==> src/hw/rtl/smfr_pkg.sv <==
package smfr_pkg;

  // frame phase codes
  localparam logic [1:0] PH_HUNT = 2'd0;
  localparam logic [1:0] PH_HEAD = 2'd1;
  localparam logic [1:0] PH_BODY = 2'd2;

  // line end pattern codes
  localparam logic [1:0] LE_OTHER = 2'd0;
  localparam logic [1:0] LE_R     = 2'd1;
  localparam logic [1:0] LE_RN    = 2'd2;
  localparam logic [1:0] LE_RNR   = 2'd3;

  // value parse codes
  localparam logic [1:0] VP_IDLE   = 2'd0;
  localparam logic [1:0] VP_NAME   = 2'd1;
  localparam logic [1:0] VP_COLON  = 2'd2;
  localparam logic [1:0] VP_DIGITS = 2'd3;

  localparam logic [3:0] NAME_LEN = 4'd14;

  localparam logic [7:0] CH_CR    = 8'h0d;
  localparam logic [7:0] CH_LF    = 8'h0a;
  localparam logic [7:0] CH_SP    = 8'h20;
  localparam logic [7:0] CH_TAB   = 8'h09;
  localparam logic [7:0] CH_COLON = 8'h3a;
  localparam logic [7:0] CH_0     = 8'h30;
  localparam logic [7:0] CH_9     = 8'h39;
  localparam logic [7:0] CH_A     = 8'h41;
  localparam logic [7:0] CH_Z     = 8'h5a;
  localparam logic [7:0] CH_C     = 8'h43;

  typedef struct packed {
    logic [1:0] line_end;
    logic [3:0] name_idx;
    logic [1:0] value_ph;
    logic       len_found;
  } hdr_state_t;

  typedef struct packed {
    logic end_no_body;
    logic go_body;
  } hdr_event_t;

  // characters of the header name "Content-Length"
  function automatic logic [7:0] name_char(input logic [3:0] idx);
    logic [7:0] c;
    case (idx)
      4'd0:    c = 8'h43; // C
      4'd1:    c = 8'h6f; // o
      4'd2:    c = 8'h6e; // n
      4'd3:    c = 8'h74; // t
      4'd4:    c = 8'h65; // e
      4'd5:    c = 8'h6e; // n
      4'd6:    c = 8'h74; // t
      4'd7:    c = 8'h2d; // -
      4'd8:    c = 8'h4c; // L
      4'd9:    c = 8'h65; // e
      4'd10:   c = 8'h6e; // n
      4'd11:   c = 8'h67; // g
      4'd12:   c = 8'h74; // t
      4'd13:   c = 8'h68; // h
      default: c = 8'h00;
    endcase
    return c;
  endfunction

endpackage

==> src/hw/rtl/smfr_hdr_parse.sv <==
module smfr_hdr_parse
  import smfr_pkg::*;
#(
  parameter int LenWidth = 16
) (
  input  logic [7:0]          byte_i,
  input  hdr_state_t          st_i,
  input  logic [LenWidth-1:0] len_i,
  input  logic                bad_i,
  output hdr_state_t          st_o,
  output logic [LenWidth-1:0] len_o,
  output logic                bad_o,
  output hdr_event_t          ev_o
);

  localparam int WideW = LenWidth + 4;

  logic              is_blank;
  logic              is_digit;
  logic              handled;
  logic [WideW-1:0]  len_wide;
  logic [WideW-1:0]  len_next;
  logic [WideW-1:0]  len_max;

  assign is_blank = (byte_i == CH_SP) || (byte_i == CH_TAB);
  assign is_digit = (byte_i >= CH_0) && (byte_i <= CH_9);
  assign len_wide = WideW'(len_i);
  assign len_max  = WideW'({LenWidth{1'b1}});
  // value times ten plus the digit
  assign len_next = (len_wide << 3) + (len_wide << 1) + WideW'(byte_i - CH_0);

  always_comb begin
    st_o    = st_i;
    len_o   = len_i;
    bad_o   = bad_i;
    ev_o    = '0;
    handled = 1'b0;

    if (st_i.value_ph != VP_IDLE) begin
      if (is_blank) begin
        if (st_i.value_ph == VP_DIGITS) st_o.value_ph = VP_IDLE;
        st_o.line_end = LE_OTHER;
        handled = 1'b1;
      end else if (byte_i == CH_COLON && st_i.value_ph != VP_DIGITS) begin
        st_o.value_ph = VP_COLON;
        st_o.line_end = LE_OTHER;
        handled = 1'b1;
      end else if (is_digit) begin
        if (len_next > len_max) begin
          len_o = {LenWidth{1'b1}};
          bad_o = 1'b1;
        end else begin
          len_o = len_next[LenWidth-1:0];
        end
        st_o.len_found = 1'b1;
        st_o.value_ph  = VP_DIGITS;
        st_o.line_end  = LE_OTHER;
        handled = 1'b1;
      end else begin
        if (byte_i != CH_CR) bad_o = 1'b1;
        st_o.value_ph = VP_IDLE;
      end
    end

    if (!handled) begin
      if (byte_i == CH_CR) begin
        st_o.name_idx = '0;
        if (st_i.line_end == LE_OTHER) begin
          st_o.line_end = LE_R;
        end else if (st_i.line_end == LE_RN) begin
          st_o.line_end = LE_RNR;
        end else begin
          bad_o = 1'b1;
          st_o.line_end = LE_OTHER;
        end
      end else if (byte_i == CH_LF) begin
        st_o.name_idx = '0;
        if (st_i.line_end == LE_R) begin
          st_o.line_end = LE_RN;
        end else if (st_i.line_end == LE_RNR) begin
          st_o.line_end = LE_OTHER;
          if (len_i == '0) ev_o.end_no_body = 1'b1;
          else             ev_o.go_body     = 1'b1;
        end else begin
          bad_o = 1'b1;
          st_o.line_end = LE_OTHER;
        end
      end else begin
        st_o.line_end = LE_OTHER;
        if (st_i.name_idx != '0 && st_i.name_idx < NAME_LEN) begin
          if (byte_i == name_char(st_i.name_idx)) begin
            if (st_i.name_idx + 4'd1 >= NAME_LEN) begin
              st_o.name_idx = '0;
              st_o.value_ph = VP_NAME;
            end else begin
              st_o.name_idx = st_i.name_idx + 4'd1;
            end
          end else begin
            st_o.name_idx = '0;
          end
        end else begin
          st_o.name_idx = '0;
          // a match starts only on C right after a line end
          if (byte_i == CH_C && st_i.line_end == LE_RN && !st_i.len_found)
            st_o.name_idx = 4'd1;
        end
      end
    end
  end

endmodule

==> src/hw/rtl/sip_stream_message_framer_unit.sv <==
// channel  | dir | handshake                   | payload
// s_axis   | in  | s_axis_tvalid_i/tready_o    | tdata[7:0] data_byte
// m_axis   | out | m_axis_tvalid_o/tready_i    | tdata byte_out, body_length;
//          |     |                             | tuser flags; tlast last_of_message
// cfg      | in  | cfg_we_i                    | cfg_wdata_i max_msg_bytes
//
// one byte per cycle: each byte is parsed in the cycle it is accepted and its
// result lands in the output register, so a new transfer is taken every cycle
// while the output register is empty or being drained.
// the output register stalls the input side only while it holds a result and m_axis_tready_i is low.
// reset clears the parser state and sets max_msg_bytes to 65535.
module sip_stream_message_framer_unit
  import smfr_pkg::*;
#(
  parameter int LenWidth = 16
) (
  input  logic        clk_i,
  input  logic        rst_ni,
  input  logic        cfg_we_i,
  input  logic [15:0] cfg_wdata_i,       // max_msg_bytes
  input  logic        s_axis_tvalid_i,
  output logic        s_axis_tready_o,
  input  logic [7:0]  s_axis_tdata_i,    // [7:0] data_byte
  output logic        m_axis_tvalid_o,
  input  logic        m_axis_tready_i,
  output logic [23:0] m_axis_tdata_o,    // [7:0] byte_out, [23:8] body_length
  output logic [2:0]  m_axis_tuser_o,    // [0] in_message, [1] first_of_message,
                                         // [2] bad_message
  output logic        m_axis_tlast_o
);

  localparam int CmpW = (LenWidth > 16) ? LenWidth : 16;

  logic [15:0]         max_q;
  logic [1:0]          phase_q, phase_d;
  hdr_state_t          hst_q, hst_d, hst_par;
  logic [LenWidth-1:0] len_q, len_d, len_par;
  logic [LenWidth-1:0] rem_q, rem_d;
  logic                bad_q, bad_d, bad_par;
  logic [15:0]         cnt_q, cnt_d;
  hdr_event_t          ev;

  logic                inmsg, first, last;
  logic [CmpW-1:0]     len_ext;
  logic [15:0]         len_sat;

  logic                vld_q;
  logic [7:0]          byte_q;
  logic [15:0]         blen_q;
  logic [2:0]          user_q;
  logic                last_q;
  logic                accept;

  assign s_axis_tready_o = !vld_q || m_axis_tready_i;
  assign accept          = s_axis_tvalid_i && s_axis_tready_o;

  smfr_hdr_parse #(
    .LenWidth(LenWidth)
  ) u_hdr (
    .byte_i(s_axis_tdata_i),
    .st_i  (hst_q),
    .len_i (len_q),
    .bad_i (bad_q),
    .st_o  (hst_par),
    .len_o (len_par),
    .bad_o (bad_par),
    .ev_o  (ev)
  );

  always_comb begin
    phase_d = phase_q;
    hst_d   = hst_q;
    len_d   = len_q;
    rem_d   = rem_q;
    bad_d   = bad_q;
    cnt_d   = cnt_q;
    inmsg   = 1'b0;
    first   = 1'b0;
    last    = 1'b0;

    if (phase_q == PH_BODY) begin
      inmsg = 1'b1;
      cnt_d = cnt_q + 16'd1;
      if (rem_q <= LenWidth'(1)) begin
        rem_d   = '0;
        phase_d = PH_HUNT;
        last    = 1'b1;
      end else begin
        rem_d = rem_q - LenWidth'(1);
      end
    end else if (phase_q == PH_HEAD) begin
      inmsg = 1'b1;
      cnt_d = cnt_q + 16'd1;
      hst_d = hst_par;
      len_d = len_par;
      bad_d = bad_par;
      if (ev.end_no_body) begin
        phase_d = PH_HUNT;
        last    = 1'b1;
      end else if (ev.go_body) begin
        phase_d = PH_BODY;
        rem_d   = len_q;
      end
    end else if (s_axis_tdata_i >= CH_A && s_axis_tdata_i <= CH_Z) begin
      inmsg   = 1'b1;
      first   = 1'b1;
      phase_d = PH_HEAD;
      hst_d   = '{line_end: LE_OTHER, name_idx: 4'd0, value_ph: VP_IDLE, len_found: 1'b0};
      len_d   = '0;
      rem_d   = '0;
      bad_d   = 1'b0;
      cnt_d   = 16'd1;
    end else begin
      phase_d = PH_HUNT;
    end

    // size limit closes a message that has not ended yet
    if (inmsg && !last && cnt_d >= max_q) begin
      last           = 1'b1;
      bad_d          = 1'b1;
      phase_d        = PH_HUNT;
      rem_d          = '0;
      hst_d.value_ph = VP_IDLE;
      hst_d.name_idx = '0;
    end
  end

  assign len_ext = CmpW'(len_d);
  assign len_sat = (len_ext > CmpW'(16'hffff)) ? 16'hffff : len_ext[15:0];

  always_ff @(posedge clk_i or negedge rst_ni) begin
    if (!rst_ni) begin
      max_q   <= 16'hffff;
      phase_q <= PH_HUNT;
      hst_q   <= '{line_end: LE_OTHER, name_idx: 4'd0, value_ph: VP_IDLE, len_found: 1'b0};
      len_q   <= '0;
      rem_q   <= '0;
      bad_q   <= 1'b0;
      cnt_q   <= '0;
      vld_q   <= 1'b0;
    end else begin
      if (cfg_we_i) max_q <= cfg_wdata_i;
      if (accept) begin
        phase_q <= phase_d;
        hst_q   <= hst_d;
        len_q   <= len_d;
        rem_q   <= rem_d;
        bad_q   <= bad_d;
        cnt_q   <= cnt_d;
        vld_q   <= 1'b1;
      end else if (m_axis_tready_i) begin
        vld_q <= 1'b0;
      end
    end
  end

  always_ff @(posedge clk_i) begin
    if (accept) begin
      byte_q <= s_axis_tdata_i;
      blen_q <= inmsg ? len_sat : 16'd0;
      user_q <= {inmsg & bad_d, first, inmsg};
      last_q <= last;
    end
  end

  assign m_axis_tvalid_o = vld_q;
  assign m_axis_tdata_o  = {blen_q, byte_q};
  assign m_axis_tuser_o  = user_q;
  assign m_axis_tlast_o  = last_q;

endmodule

==> config.mk <==
export PLATFORM = sky130hd
export DESIGN_NAME = sip_stream_message_framer_unit
export DESIGN_NICKNAME = d
export VERILOG_FILES = /design/src/hw/rtl/smfr_pkg.sv /design/src/hw/rtl/smfr_hdr_parse.sv /design/src/hw/rtl/sip_stream_message_framer_unit.sv
export SDC_FILE = /design/constraint.sdc
export NUM_CORES = 1
export LEC_CHECK = 0
export BUFFER_PORTS_ARGS = -buffer_cell sky130_fd_sc_hd__buf_2
export CORE_MARGIN = 2
export CORE_UTILIZATION = 46
export CTS_CLUSTER_SIZE = 16
export DETAILED_ROUTE_END_ITERATION = 12
export HOLD_SLACK_MARGIN = 0.12
export PLACE_DENSITY = 0.69
export SYNTH_ARGS = -nofsm -noshare
export SYNTH_HDL_FRONTEND = slang
export SYNTH_SLANG_ARGS = --single-unit
==> constraint.sdc <==
create_clock -name clk_i -period 10.7 [get_ports clk_i]
set_input_delay 2.14 -clock clk_i [delete_from_list [all_inputs] [get_ports clk_i]]
set_output_delay 2.14 -clock clk_i [all_outputs]
set_load 0.02 [all_outputs]
==> impl_metrics.toml <==
[outcome]
status = "complete, no violations"

[synthesis]
synth-seq-area-share_pct = 36.6
syn_area_per_cell_um2 = 9.24
ys_ff_latch = 105
synthArstFlopShare_pct = 73.3
synthTopCellsByArea = "dfrtp_1, edfxtp_1, ha_1, dfstp_2, nand2_1"
syn-instance-count = 825
yosysTopAreaCell = "dfrtp_1"
yosys_warnings = 0
ys_types = 76
synth_top_area_share_pct = 20.0
syn_nets = 922
synth_edf_count = 28
synth_flop_cell = "dfrtp_1"
syn_area_um2 = 7620

[place]
dpl.cell_count = 1074
port_buffers = 58
dp.final_hpwl_um = 13800
place.gp.congestion = 0.914
dp_slack_ps = 3980

[clocking]
cts_sinks = 105
path_clk_slew_ps = 70
cts_hold_buffers = 0
clock_latency_ps = 360
cts_max_path_buffers = 2
cts-root-buf = "clkbuf_16"
cts_inserted_buffers = 9
h-tree-depth = 3
cts_tree = "yes"
cts-resized-gates = 0
post_cts_buffers = 0

[global_route]
grt_pass1_wl_um = 31200
grt_antenna_before_repair = 0
grt_pass1_vias = 5970
grt_max_degree = 78
grt_usage_pct = 22.0
grt_overflow = 0

[cells_and_area]
final_cell_count_no_fill = 1090
final_common_cell = "nand2_1"
utilization_pct = 51.3
drive_gt1_share_pct = 15.4
fill_cells = 1515
antenna_cells = 0
area_delta_synth_final_pct = 10.5
layout_common_cells = "nand2_1, o21ai_0, dfrtp_1, buf_2, ha_1"
num-nets-final = 962

[timing]
setup_tns_ps = 0
finalSetupViolations = 0
fin_crit_ps = 6460
worst_slack_ps = 4240
hold-worst-slack_ps = 507
fin_crit_sh_pct = 60.4
worst_pin_slew_ps = 1210
fin_skew_ps = 9.34
rsz0062_at_grt = "no"
slew_viol_final = 0
fmax_mhz = 155
slew_headroom_pct = 19.1
hold_violations = 0

[setup_path]
arrival_ps = 6570
cp_max_fo = 9
setup.worst_path.start_class = "input port"
crit_path_end_kind = "register"
required_ps = 10810
path_class = "in -> reg"

[run]
maxCapViolations = 0

[routing]
routed_wirelength_um = 19200
firstDrtPassIters = 4
viasPerCell = 6.05
wire_per_inst_um = 17.6
drtIter0Drc = 618
route.detailed.drc = 0
vias = 6595
antenna_left = 0

[die]
initial_core_util_pct = 46.5
core_um2 = 16400
die_area_um2 = 17600
die_h_um = 133
io_pins = 59
die_w_um = 133
fp-row-count = 47

[hold_path]
worst_hold_path_type = "reg -> reg"

[power_and_ir_drop]
power_density_nw_per_um2 = 182
peakVddDrop_mv = 0.0937
total_leakage_power_nw = 3.72
==> critical path: stages <==
cell and delay (ps):
buf_2 150, ha_1 280, or3_1 430, inv_1 400, fa_1 510, ha_1 390
nand2_1 110, or3_1 390, a2111oi_0 520, o21ai_0 180, a22oi_1 280, a31oi_1 270
buf_4 250, a221o_1 270
==> power breakdown <==
group,internal (mW),switching [mW]
combinational,0.229,0.377
clock,0.205,0.162
sequential,0.478,0.0803
==> layout make-up <==
type	instances	area, um2	share of cell area, %
Clock inverter	5	65.1	0.773
Sequential cell	105	2790	33.1
Tap cell	220	275	3.27
Timing Repair Buffer	65	345	4.10
Inverter	47	176	2.09
Multi-Input combinational cell	637	4510	53.5
Clock buffer	11	264	3.13
==> per-layer routing <==
metal	GRT usage (%)	vias up	part of all wire (%)	wire, um
li1	-	3191	-	-
met1	31.1	3194	47	8930
met2	35.3	180	47	8990
met3	3.18	30	4.8	914
met4	6.39	0	1.8	348
met5	0	-	0	0
==> stage by stage <==
stage	power [mW]	instance area, um2
finish	1.53	8420
floorplan	1.02	7620
global route	1.64	8420
CTS	1.54	8420
global placement	1.16	8090
detailed placement	1.17	8090
==> cells by family after synthesis <==
kind of cell / Yosys count / share of synthesized area [%]
muxes: 15 / 2.13
DFF: 105 / 36.6
AOI/OAI and AO/OA: 267 / 24.7
buffers and inverters: 83 / 4.37
xor gates and xnor gates: 22 / 2.53
and+or+nand+nor: 265 / 17.1
adders and majority gates: 68 / 12.6
==> final timing paths <==
| path | startpoint | endpoint | slack [ps] | depth (start not counted) |
|---|---|---|---|---|
| max in group asynchronous | rst_ni | cnt_q[5] | 8100 | 1 |
| min | max_q[1] | max_q[1] | 510 | 2 |
| max reg2reg | phase_q[0] | rem_q[9] | 6370 | 14 |
| min reg2reg | max_q[1] | max_q[1] | 510 | 2 |
| min in group asynchronous | rst_ni | rem_q[12] | 1920 | 1 |
| max | s_axis_tdata_i[4] | blen_q[12] | 4240 | 14 |
==> sequential cells by signal, summed over array words and instances, names as in the netlist <==
name	count
bad_q	1
byte_q	8
rem_q	16
len_q	16
m_axis_tlast_o	1
phase_q	2
max_q	16
m_axis_tvalid_o	1
m_axis_tuser_o	3
cnt_q	16
blen_q	16
hst_q	9
==> cell usage after synthesis (4+ instances only) <==
library cell / number
a22o_1: 6
nor4_1: 10
a32oi_1: 5
o211ai_1: 15
a22oi_1: 8
mux2_2: 10
fa_1: 15
nor3_1: 19
o22ai_1: 12
o21ai_0: 62
buf_2: 4
xnor2_1: 9
mux2i_1: 5
ha_1: 53
or3b_2: 5
inv_1: 46
a21o_1: 12
nor2_1: 43
nand3_1: 24
dfstp_2: 16
a211oi_1: 9
or3_1: 8
or4_1: 4
a21oi_1: 44
o21a_1: 4
a221o_1: 28
and2_1: 4
and3_1: 8
dfrtp_1: 61
edfxtp_1: 28
a31oi_1: 17
nand2b_1: 10
xor2_1: 13
o311a_1: 4
nand4_1: 10
nand2_1: 101
o21ai_2: 8
clkbuf_1: 27
Power figures use the tool's default switching activity.
